--- config.mk ---
export PLATFORM = sky130hd
export DESIGN_NAME = ordered_id_set_oldest_evict_unit
export DESIGN_NICKNAME = d
export VERILOG_FILES = /design/src/rtl/oisoe_pkg.sv /design/src/rtl/oisoe_cell.sv /design/src/rtl/oisoe_chain.sv /design/src/rtl/ordered_id_set_oldest_evict_unit.sv
export SDC_FILE = /design/constraint.sdc
export NUM_CORES = 1
export LEC_CHECK = 0
export ABC_AREA = 1
export BUFFER_PORTS_ARGS = -buffer_cell sky130_fd_sc_hd__buf_2
export CAP_MARGIN = 30
export CORE_ASPECT_RATIO = 2
export CORE_UTILIZATION = 35
export CTS_CLUSTER_SIZE = 10
export DETAILED_ROUTE_END_ITERATION = 12
export PLACE_DENSITY = 0.5
export SYNTH_ARGS = -nofsm -noshare
export SYNTH_HDL_FRONTEND = slang
export SYNTH_HIERARCHICAL = 1
export SYNTH_SLANG_ARGS = --single-unit
export TNS_END_PERCENT = 10
--- constraint.sdc ---
create_clock -name clk -period 7.61 [get_ports clk]
set_input_delay 1.522 -clock clk [delete_from_list [all_inputs] [get_ports clk]]
set_output_delay 1.522 -clock clk [all_outputs]
set_load 0.02 [all_outputs]
--- src/rtl/oisoe_pkg.sv ---
package oisoe_pkg;

  // Set geometry.
  localparam int DEPTH    = 16;
  localparam int ID_BITS  = 16;
  localparam int CNT_W    = $clog2(DEPTH + 1);
  localparam int PORT_ID_W = 16;
  localparam int OCC_W    = 5;

  typedef logic [ID_BITS-1:0]   id_t;
  typedef logic [CNT_W-1:0]     cnt_t;
  typedef logic [PORT_ID_W-1:0] port_id_t;
  typedef logic [OCC_W-1:0]     occ_t;

  // Request kinds.
  typedef enum logic [1:0] {
    KIND_INSERT        = 2'd0,
    KIND_REMOVE        = 2'd1,
    KIND_REMOVE_OLDEST = 2'd2,
    KIND_QUERY         = 2'd3
  } kind_t;

  // Result status codes.
  typedef enum logic [1:0] {
    ST_DONE      = 2'd0,
    ST_DUPLICATE = 2'd1,
    ST_NOT_FOUND = 2'd2,
    ST_FULL      = 2'd3
  } status_t;

  // Control that the top level broadcasts to every cell.
  typedef struct packed {
    logic shift_ins;
    logic shift_rem;
    logic pick_tail;
    id_t  id;
  } chain_ctrl_t;

  // What the end of the chain reports back.
  typedef struct packed {
    logic found;
    id_t  picked;
  } chain_stat_t;

  // Port identifier to internal width: truncate or zero extend.
  function automatic id_t to_id(port_id_t x);
    id_t r;
    for (int b = 0; b < ID_BITS; b++) begin
      r[b] = (b < PORT_ID_W) ? x[b] : 1'b0;
    end
    return r;
  endfunction

  // Internal identifier to port width: truncate or zero extend.
  function automatic port_id_t from_id(id_t x);
    port_id_t r;
    for (int b = 0; b < PORT_ID_W; b++) begin
      r[b] = (b < ID_BITS) ? x[b] : 1'b0;
    end
    return r;
  endfunction

  // Entry count to occupancy port width.
  function automatic occ_t to_occ(cnt_t x);
    occ_t r;
    for (int b = 0; b < OCC_W; b++) begin
      r[b] = (b < CNT_W) ? x[b] : 1'b0;
    end
    return r;
  endfunction

endpackage

--- src/rtl/oisoe_cell.sv ---
module oisoe_cell (
  input  logic                     clk,
  input  oisoe_pkg::chain_ctrl_t   ctrl,
  input  oisoe_pkg::id_t           left_entry,
  input  oisoe_pkg::id_t           right_entry,
  input  logic                     valid,
  input  logic                     tail,
  input  logic                     hit_in,
  input  oisoe_pkg::id_t           pick_in,
  output oisoe_pkg::id_t           entry,
  output logic                     hit_out,
  output oisoe_pkg::id_t           pick_out
);
  import oisoe_pkg::*;

  logic match;
  logic sel;

  // Compare the held identifier and extend the prefix of hits.
  assign match   = valid && (entry == ctrl.id);
  assign hit_out = hit_in | match;

  // Hand the selected entry down the chain; ids are unique, so at most one cell selects.
  assign sel      = ctrl.pick_tail ? tail : match;
  assign pick_out = pick_in | (sel ? entry : '0);

  // Insert moves everything one place older; remove closes the gap from the hit onward.
  always_ff @(posedge clk) begin
    if (ctrl.shift_ins) begin
      entry <= left_entry;
    end else if (ctrl.shift_rem && hit_out) begin
      entry <= right_entry;
    end
  end

endmodule

--- src/rtl/oisoe_chain.sv ---
module oisoe_chain (
  input  logic                     clk,
  input  oisoe_pkg::chain_ctrl_t   ctrl,
  input  oisoe_pkg::cnt_t          count,
  output oisoe_pkg::chain_stat_t   stat
);
  import oisoe_pkg::*;

  id_t  entry [DEPTH];
  logic hit   [DEPTH+1];
  id_t  pick  [DEPTH+1];
  logic valid [DEPTH];
  logic tail  [DEPTH];

  assign hit[0]  = 1'b0;
  assign pick[0] = '0;

  // Row of cells, newest at index 0.
  for (genvar i = 0; i < DEPTH; i++) begin : g_cell
    id_t left_e;
    id_t right_e;

    assign valid[i] = count > cnt_t'(i);
    assign tail[i]  = count == cnt_t'(i + 1);

    if (i == 0) begin : g_head
      assign left_e = ctrl.id;
    end else begin : g_mid
      assign left_e = entry[i-1];
    end

    if (i == DEPTH - 1) begin : g_last
      assign right_e = entry[i];
    end else begin : g_inner
      assign right_e = entry[i+1];
    end

    oisoe_cell u_cell (
      .clk         (clk),
      .ctrl        (ctrl),
      .left_entry  (left_e),
      .right_entry (right_e),
      .valid       (valid[i]),
      .tail        (tail[i]),
      .hit_in      (hit[i]),
      .pick_in     (pick[i]),
      .entry       (entry[i]),
      .hit_out     (hit[i+1]),
      .pick_out    (pick[i+1])
    );
  end

  assign stat.found  = hit[DEPTH];
  assign stat.picked = pick[DEPTH];

endmodule

--- src/rtl/ordered_id_set_oldest_evict_unit.sv ---
// Channel   Handshake             Payload
// request   in_valid / in_ready   kind, item_id
// result    out_valid / out_ready status, present, removed_id, occupancy
//
// Each request is handled in one pass: all cells compare and shift in the same edge,
// and the result is captured in an output register at the edge that accepts it.
// A new request is taken whenever the output register is empty or being drained,
// so with out_ready high one request is taken every cycle.
// Reset clears the entry count and the output valid; entries need no clearing.
// A stalled result holds the output register and in_ready stays low.
module ordered_id_set_oldest_evict_unit (
  input  logic                       clk,
  input  logic                       rst,
  input  logic                       in_valid,
  output logic                       in_ready,
  input  logic [1:0]                 kind,
  input  oisoe_pkg::port_id_t        item_id,
  output logic                       out_valid,
  input  logic                       out_ready,
  output logic [1:0]                 status,
  output logic                       present,
  output oisoe_pkg::port_id_t        removed_id,
  output oisoe_pkg::occ_t            occupancy
);
  import oisoe_pkg::*;

  cnt_t        count;
  cnt_t        count_next;
  chain_ctrl_t ctrl;
  chain_stat_t stat;
  kind_t       req_kind;
  logic        accept;
  logic        full;
  logic        empty;
  status_t     st_next;
  logic        present_next;
  id_t         removed_next;

  assign in_ready = !out_valid || out_ready;
  assign accept   = in_valid && in_ready;
  assign req_kind = kind_t'(kind);
  assign full     = count == cnt_t'(DEPTH);
  assign empty    = count == '0;

  oisoe_chain u_chain (
    .clk   (clk),
    .ctrl  (ctrl),
    .count (count),
    .stat  (stat)
  );

  // Decode the request against the chain's hit report.
  always_comb begin
    ctrl.shift_ins = 1'b0;
    ctrl.shift_rem = 1'b0;
    ctrl.pick_tail = 1'b0;
    ctrl.id        = to_id(item_id);
    st_next        = ST_DONE;
    present_next   = 1'b0;
    removed_next   = '0;
    count_next     = count;
    unique case (req_kind)
      KIND_INSERT: begin
        if (stat.found) begin
          st_next      = ST_DUPLICATE;
          present_next = 1'b1;
        end else if (full) begin
          st_next = ST_FULL;
        end else begin
          ctrl.shift_ins = accept;
          count_next     = count + cnt_t'(1);
        end
      end
      KIND_REMOVE: begin
        if (stat.found) begin
          present_next   = 1'b1;
          removed_next   = stat.picked;
          ctrl.shift_rem = accept;
          count_next     = count - cnt_t'(1);
        end else begin
          st_next = ST_NOT_FOUND;
        end
      end
      KIND_REMOVE_OLDEST: begin
        ctrl.pick_tail = 1'b1;
        if (empty) begin
          st_next = ST_NOT_FOUND;
        end else begin
          present_next = 1'b1;
          removed_next = stat.picked;
          count_next   = count - cnt_t'(1);
        end
      end
      KIND_QUERY: begin
        if (stat.found) begin
          present_next = 1'b1;
        end else begin
          st_next = ST_NOT_FOUND;
        end
      end
      default: begin
        st_next = ST_NOT_FOUND;
      end
    endcase
  end

  // Control state: entry count and result valid.
  always_ff @(posedge clk) begin
    if (rst) begin
      count     <= '0;
      out_valid <= 1'b0;
    end else begin
      if (accept) begin
        count <= count_next;
      end
      if (accept) begin
        out_valid <= 1'b1;
      end else if (out_ready) begin
        out_valid <= 1'b0;
      end
    end
  end

  // Result payload register.
  always_ff @(posedge clk) begin
    if (accept) begin
      status     <= st_next;
      present    <= present_next;
      removed_id <= from_id(removed_next);
      occupancy  <= to_occ(count_next);
    end
  end

endmodule
* After elaboration in Yosys (flattened, before gate mapping) *
Index checks and enable logic that the tools add are counted.
W data, S select, Z words.

cells by class
  add/sub/neg operators = 2
  order comparisons = 16
  eq/ne operators = 35
  multiplexer cells = 86
  bitwise logic cells = 30
  reduce and logical (&&, ||, !) cells = 54

operators with widths
  cell                   number
  $mux W16               48
  $eq A16 B16 Y1         16
  $or A16 B16 Y16        15
  $eq A5 B4 Y1 const B   8
  $gt A5 B4 Y1 const B   8
  $logic_and A1 B1 Y1    32
  $pmux W16 S2           1
  $reduce_bool A2 Y1     16
  $mux W1                26
  $eq A5 B3 Y1 const B   4
  $gt A5 B3 Y1 const B   4
  $mux W5                4
  $or A1 B1 Y1           15
  $pmux W5 S3            1
  $eq A5 B2 Y1 const B   2
  $gt A5 B1 Y1 const B   2
  $gt A5 B2 Y1 const B   2
  $mux W2                4
  $pmux W2 S3            1
  $add A5 B1 Y5 const B  1
  $eq A5 B1 Y1 const B   1
  $eq A5 B5 Y1 const B   1
  $logic_not A5 Y1       1
  $sub A5 B1 Y5 const B  1
  8 further kinds        9

storage, ports and cells
  register bits after elaboration = 286
  input port bits = 22
  output and inout bits = 26
  logic and storage cells = 245

* Longest topological paths before layout *
Gate-level depths: netlist of run 1.

  depth after elaboration = 22
  mapped depth = 49
  depth with buffers taken out = 48

* By module *
Netlist of run 1, hierarchy kept.

modules (own cells, without submodules)
  module                            times used  cells each  area each (µm²)  seq. area each (µm²)
  oisoe_cell                        16          204         1322.5           480.5
  ordered_id_set_oldest_evict_unit  1           192         1647.8           840.8
  oisoe_chain                       1           64          292.8            0.0

* Worst setup path after synthesis of run 1 *
Ideal clock, no wire load.

  path type = input -> register
  from = in item_id[5]
  to = reg u_chain.g_cell[0].u_cell.entry[0] (enable)
  setup time = 0.372 ns
  data arrival time = 5.562 ns
  data required time = 7.238 ns
  path slack = 1.676 ns
  cell stages on the path = 45
  path buffers = 4
  cell sequence = inv_1 > or2_1 > nand3_1 > nor2_1 > nand3_2 > nand2_1 > inv_1 > nand2_1 > inv_1 > nand2_1 > inv_1 > nand2_1 > inv_1 > nand2_1 > inv_1 > nand2_1 > inv_1 > nand2_1 > [... 9 more ...] > nand2_1 > inv_1 > nand2_1 > inv_1 > nand2_1 > inv_1 > nand2_1 > inv_1 > nand2_1 > buf_4 > inv_2 > buf_6 > nand3_1 > nor2_1 > clkbuf_1 > clkinv_1 > clkbuf_1 > nand2_1

RTL lines
  what                  RTL line                                RTL
  from (decl)           ordered_id_set_oldest_evict_unit.sv:17  input oisoe_pkg::port_id_t item_id,
  to (signal assigned)  oisoe_cell.sv:30                        entry <= left_entry;
  to (signal assigned)  oisoe_cell.sv:32                        entry <= right_entry;
  to (decl)             oisoe_cell.sv:10                        output oisoe_pkg::id_t entry,

==> impl_metrics.yaml, run 1 <==
die:
  start_util_pct: 35.5
  die_area_sq_um: 67100
  fp.coreArea_sq_um: 65100
  io_pins: 48
  rows: 132
  die_w_um: 184
  die_h_um: 365
clock_tree:
  hold_buffers: 0
  clkTransAtPathRegs_ps: 60
  cts_tree: "yes"
  cts_buffers: 35
  clkLatencyLatePin_ps: 560
  htree_levels: 2
  post_cts_buffers: 0
  cts.sinks: 286
  clk_path_buf_depth: 3
  cts_resized: 0
  cts-root-buf: "clkbuf_16"
min_path:
  hp-class: "reg -> reg"
  hold_path_depth: 2
  worstHoldEndpoint: "out_valid"
  worstHoldStart: "out_valid"
layout:
  syn2layout_area_growth_pct: 9.51
  nets: 3610
  utilization_pct: 38.9
  drive_gt1_share_pct: 11.5
  fillCellCount: 7214
  final_cell_mix: "1725 x nand2_1, 700 x inv_1, 280 x edfxtp_1"
  multi_input_area_sq_um: 11200
  final_cells: 4469
  seqCellArea_sq_um: 8530
  diodes: 0
  final_common_cell: "nand2_1"
power:
  cellPowerDensity_nw_per_um2: 165
  power.total_mw: 4.17
  cellLeakagePower_nw: 14.0
  ir_drop_v: 0.000123
job:
  drv_cap: 0
sta:
  fin_crit_sh_pct: 80.8
  hold_viol: 0
  timing.slew.headroom_pct: 38.5
  finalSetupViolations: 0
  clock_skew_ps: 38.0
  fin_setup_tns_ps: 0
  rsz0062_at_grt: "no"
  slew_viol_final: 0
  layout_min_cycle_time_ps: 6150
  max_freq_mhz: 163
  hold_slack_ps: 536
  worst_pin_slew_ps: 923
setup_path:
  required_ps: 7830
  cpMostUsedCell: "nand2_1"
  r2r_cells: 40
  r2r-start: "count[2]"
  reg2reg_slack_ps: 2260
  slowest_stage: "buf_2"
  reg2reg_to: "u_chain/g_cell[12].u_cell/entry[9]"
  cp-start-kind: "input pin"
  path_class: "in -> reg"
  cp.arrival_ps: 6370
  worstPathMaxFanout: 64
  crit_path_max_incr_delay_ps: 680
  crit_path_end_kind: "flip-flop"
detailed_routing:
  avgViaCountPerCell: 4.68
  ant_nets: 0
  firstDrtPassIters: 6
  num_vias: 20900
  wl_um: 87900
  drtIter0Drc: 1333
  wl_per_cell_um: 19.7
  drc: 0
global_route:
  gr-total-overflow: 0
  grt_pass1_wl_um: 130000
  antenna_found_initial: 1
  grt_util_all_layers_pct: 26.5
  grt_max_degree: 65
  first_global_vias: 20800
synth:
  ys_seq_elements: 286
  netlist_area_sq_um: 23100
  yosysSeqAreaShare_pct: 36.9
  yosys_warnings: 6
  avgSynthCellArea_sq_um: 6.56
  ys_types: 33
  netlist_instances: 3520
placement:
  routabilityCongestion: 0.944
  port_buffers: 47
  hpwl_um: 68400
  dp.cells: 4414
status:
  status: "complete, no violations"
## synth_stat cells, drive strengths merged
cell type	count	area (sq um)
nor3	18	170
nor2	169	697
xor2	33	289
or2	64	400
dfxtp	6	120
a21oi	7	35.0
buf	53	543
o21ai	43	230
ha	8	100
inv	706	2650
clkbuf	50	188
nand4	3	18.8
clkinv	17	63.8
nand3	314	2470
conb	1	3.75
edfxtp	280	8410
nand2	1748	6710
## flip-flops by register name, indices dropped and copies added (netlist names)
signal and count:
count 5, removed_id 16, u_chain/g_cell.u_cell/entry 256, out_valid 1
status 2, present 1, occupancy 5
## cells by family (layout without fill, tap and decap cells)
kind of cell	count (synthesis)	count (layout)	share of synthesized area, %
flip-flops	286	286	36.9
buffers and inverters	826	888	14.9
other	1	17	0.0162
AO/OA/AOI/OAI	50	50	1.15
adder cells (fa/ha/maj)	8	8	0.433
AND/OR/NAND/NOR	2316	2316	45.3
XOR/XNOR	33	33	1.25
## per-stage QoR
stage,area (sq um),worst slack [ps]
6_report,25300,1460
5_1_grt,25300,918
4_1_cts,25300,1520
3_5_place_dp,24300,934
3_3_place_gp,24300,898
2_1_floorplan,23200,1680
## layer usage
| metal | up-vias | GRT usage, % | wire length (um) |
|---|---|---|---|
| met5 | - | 0 | 0 |
| met4 | 0 | 21.1 | 7700 |
| met3 | 280 | 2.50 | 2240 |
| met2 | 488 | 54.1 | 50000 |
| met1 | 9600 | 22.8 | 28000 |
| li1 | 10600 | - | - |
## worst max-delay path by stage
stage,from,to,slack [ps]
2_1_floorplan,item_id[5],u_chain/g_cell[0].u_cell/entry[0],1680
3_3_place_gp,item_id[6],u_chain/g_cell[0].u_cell/entry[12],900
3_5_place_dp,item_id[6],u_chain/g_cell[0].u_cell/entry[14],930
4_1_cts,item_id[6],u_chain/g_cell[2].u_cell/entry[1],1520
5_1_grt,item_id[6],u_chain/g_cell[2].u_cell/entry[1],920
6_report,item_id[6],u_chain/g_cell[2].u_cell/entry[1],1460
## area by class of cell
cell class                      count  share of cell area, %
Sequential cell                   286                   33.7
Clock inverter                      1                 0.0148
Inverter                          723                   10.7
Clock buffer                       54                   4.03
Multi-Input combinational cell   2424                   44.2
Timing Repair Buffer              110                   2.95
Tap cell                          871                   4.31
## worst max-delay path, delay by kind of cell
kind | cells | cell delay [ps]
buffers and inverters | 21 | 2720
AND/OR/NAND/NOR | 25 | 2040
## power by group
group / internal [mW] / total, mW / switching, mW
clock: 0.913 / 1.61 / 0.694
sequential: 1.79 / 1.87 / 0.0766
combinational: 0.200 / 0.699 / 0.498
(Power assumes the default switching activity.)
==> run 2, diff against run 1 <==
--- a/config.mk
+++ b/config.mk
@@ -5,14 +5,14 @@
 export SDC_FILE = /design/constraint.sdc
 export NUM_CORES = 1
 export LEC_CHECK = 0
-export ABC_AREA = 1
+export ABC_AREA = 0
 export BUFFER_PORTS_ARGS = -buffer_cell sky130_fd_sc_hd__buf_2
 export CAP_MARGIN = 30
 export CORE_ASPECT_RATIO = 2
 export CORE_UTILIZATION = 35
 export CTS_CLUSTER_SIZE = 10
 export DETAILED_ROUTE_END_ITERATION = 12
-export PLACE_DENSITY = 0.5
+export PLACE_DENSITY = 0.51
 export SYNTH_ARGS = -nofsm -noshare
 export SYNTH_HDL_FRONTEND = slang
 export SYNTH_HIERARCHICAL = 1
==> constraint.sdc (replaced) <==
create_clock -name clk -period 5.65 [get_ports clk]
set_input_delay 1.13 -clock clk [delete_from_list [all_inputs] [get_ports clk]]
set_output_delay 1.13 -clock clk [all_outputs]
set_load 0.02 [all_outputs]
==> run 2 against run 1 <==
The flow now finishes with violations (negative setup slack); register-to-register slack worse by 3600 ps; core utilization is 7.1 points higher; non-clock buffer count is 351 higher; first-iteration DRC count is 8.3% lower; critical path type unchanged; flip-flop and latch count stayed put; power is 40% higher; worst hold slack hardly changed; sequential share of layout area is 5.0 points lower; largest cell class unchanged.
==> impl_metrics.yaml, run 2 <==
synth:
  yosys_warnings: 6
  synth_most_common_cell: "inv_1"
  ys_async_sr_fraction_pct: 0
  ys.flop_type: "edfxtp_1"
  yosysTopAreaCell: "edfxtp_1"
  netlist_instances: 2098
  yosysTopAreaCellShare_pct: 36.8
  synth_common_cells: "316 x inv_1, 280 x edfxtp_1, 258 x a31oi_1"
  synth_edf_count: 280
  ys_seq_elements: 286
  netlist_area_sq_um: 22800
  avgSynthCellArea_sq_um: 10.9
  ys_types: 56
  yosysSeqAreaShare_pct: 37.3
  synth_area_leaders: "edfxtp_1 37%, mux2_2 13%, o41ai_2 10%"
die:
  io_pins: 48
  die_area_sq_um: 66300
  fp.coreArea_sq_um: 64600
  die_w_um: 183
  die_h_um: 363
  start_util_pct: 35.4
  rows: 132
detailed_routing:
  avgViaCountPerCell: 5.87
  firstDrtPassIters: 8
  wl_um: 95900
  drtIter0Drc: 1223
  drc: 0
  num_vias: 19700
  ant_nets: 0
  wl_per_cell_um: 28.6
setup_path:
  crit_path_max_incr_delay_ps: 280
  path_class: "in -> reg"
  slowest_stage: "a31oi_2"
  r2r_cells: 38
  worstPathMaxFanout: 7
  cpMostUsedCell: "o41ai_2"
  required_ps: 5940
  cp.arrival_ps: 7360
  cp-start-kind: "input pin"
  crit_path_end_kind: "flip-flop"
global_route:
  gr-total-overflow: 0
  first_global_vias: 20600
  antenna_found_initial: 6
  grt_util_all_layers_pct: 28.4
  grt_max_degree: 95
  grt_pass1_wl_um: 137000
layout:
  final_cell_mix: "315 x buf_4, 314 x inv_1, 280 x edfxtp_1"
  largest_registers: "u_chain/g_cell.u_cell/entry x256, removed_id x16"
  multi_input_area_sq_um: 13400
  final_cells: 3349
  utilization_pct: 46.0
  fillCellCount: 5991
  final_common_cell: "buf_4"
  nets: 2487
  drive_gt1_share_pct: 43.6
  largest_register_ffs: 256
  seqCellArea_sq_um: 8530
  syn2layout_area_growth_pct: 30.0
  max_flop_register: "u_chain/g_cell.u_cell/entry"
  finalInstanceArea_sq_um: 29700
clock_tree:
  cts-root-buf: "clkbuf_16"
  htree_levels: 2
  cts_buffers: 35
  clk_path_buf_depth: 3
  cts.sinks: 286
  clkLatencyLatePin_ps: 550
  clkTransAtPathRegs_ps: 50
  cts_tree: "yes"
sta:
  fin_ws_ps: -1420
  fin_setup_tns_ps: -224410
  finalSetupViolations: 538
  clock_skew_ps: 22.9
  rsz0062_at_grt: "yes"
  hold_viol: 0
  fin_crit_sh_pct: 125
  worst_pin_slew_ps: 1160
  slew_viol_final: 0
  timing.slew.headroom_pct: 21.9
  max_freq_mhz: 142
  layout_min_cycle_time_ps: 7070
power:
  cellLeakagePower_nw: 11.2
  ir_drop_v: 0.000216
  cellPowerDensity_nw_per_um2: 197
min_path:
  hp-class: "reg -> reg"
  hold_path_depth: 2
status:
  status: "complete, but fails checks"
  violations: "negative setup slack"
job:
  drv_cap: 0
placement:
  port_buffers: 47
  dpl_cell_area_sq_um: 26900
  hpwl_um: 71700
  dp.cells: 3235
  routabilityCongestion: 0.998
-- run 2: cell types whose count changed after synthesis, moves of 112 or more --
cell / delta
inv_1: -384
mux2_2: +257
nor2_1: -112
o41ai_2: +144
nand2_1: -1711
a31oi_1: +258
nand3_2: -147
xor2_1: +175
nand3_1: -134
o41ai_1: +113
-- run 2: where the power goes --
part           internal, mW  switching, mW  total [mW]
Combinational         0.524          0.693        1.22
Clock                  1.22          0.933        2.15
Sequential             2.40         0.0819        2.49
-- run 2: layout make-up --
class	instances	share of cell area [%]
sequential	286	28.7
antenna	3	0.0253
clock inverter	1	0.0169
inverter	317	4.06
timing repair buffer	461	14.9
multi-input combinational	1356	45.2
tap	871	3.67
clock buffer	54	3.40
-- run 2: kinds of logic (layout without fill, tap and decap cells) --
group	Yosys count	in the layout	synth area share, %
AO/OA/AOI/OAI	632	632	25.5
buffers and inverters	473	833	8.53
flip-flops	286	286	37.3
multiplexers	257	257	12.7
AND/OR/NAND/NOR	230	230	7.44
XOR/XNOR	211	211	8.09
adder cells (fa/ha/maj)	8	8	0.438
other	1	21	0.0164
-- run 2: worst paths after layout --
kind	from	to	slack [ps]
max reg2reg	count[4]	removed_id[7]	-1300
min	out_valid	out_valid	540
max	kind[0]	removed_id[7]	-1420
min reg2reg	out_valid	out_valid	540
-- run 2: worst max-delay path, delay by kind of cell --
family                   cells  cell delay (ps)
AO/OA/AOI/OAI               32             5420
adder cells (fa/ha/maj)      1              190
buffers and inverters        4              420
AND/OR/NAND/NOR              1              170
-- run 2: routing by layer --
layer | vias up | global-route usage (%) | share of wire, %
met5 | - | 0 | 0.018
met4 | 2 | 25.8 | 11
met3 | 362 | 3.32 | 4.0
met2 | 645 | 55.2 | 55
met1 | 9846 | 25.1 | 31
li1 | 8817 | - | -
-- run 2: metrics by stage --
step,power (mW),hold slack (ps),worst slack [ps]
final,5.85,536,-1420
after global routing,6.03,551,-1660
after CTS,5.84,535,-1180
after detailed placement,3.62,523,-1960
after global placement,3.60,511,-1860
after floorplan,3.15,568,-664
-- run 2: timing repair --
action                     in CTS  in global routing
cloned                          3                  4
resized for setup             115                106
pin swaps                      16                 13
setup buffers                  29                 22
hold buffers                    0                  0
setup endpoints to repair     540                540
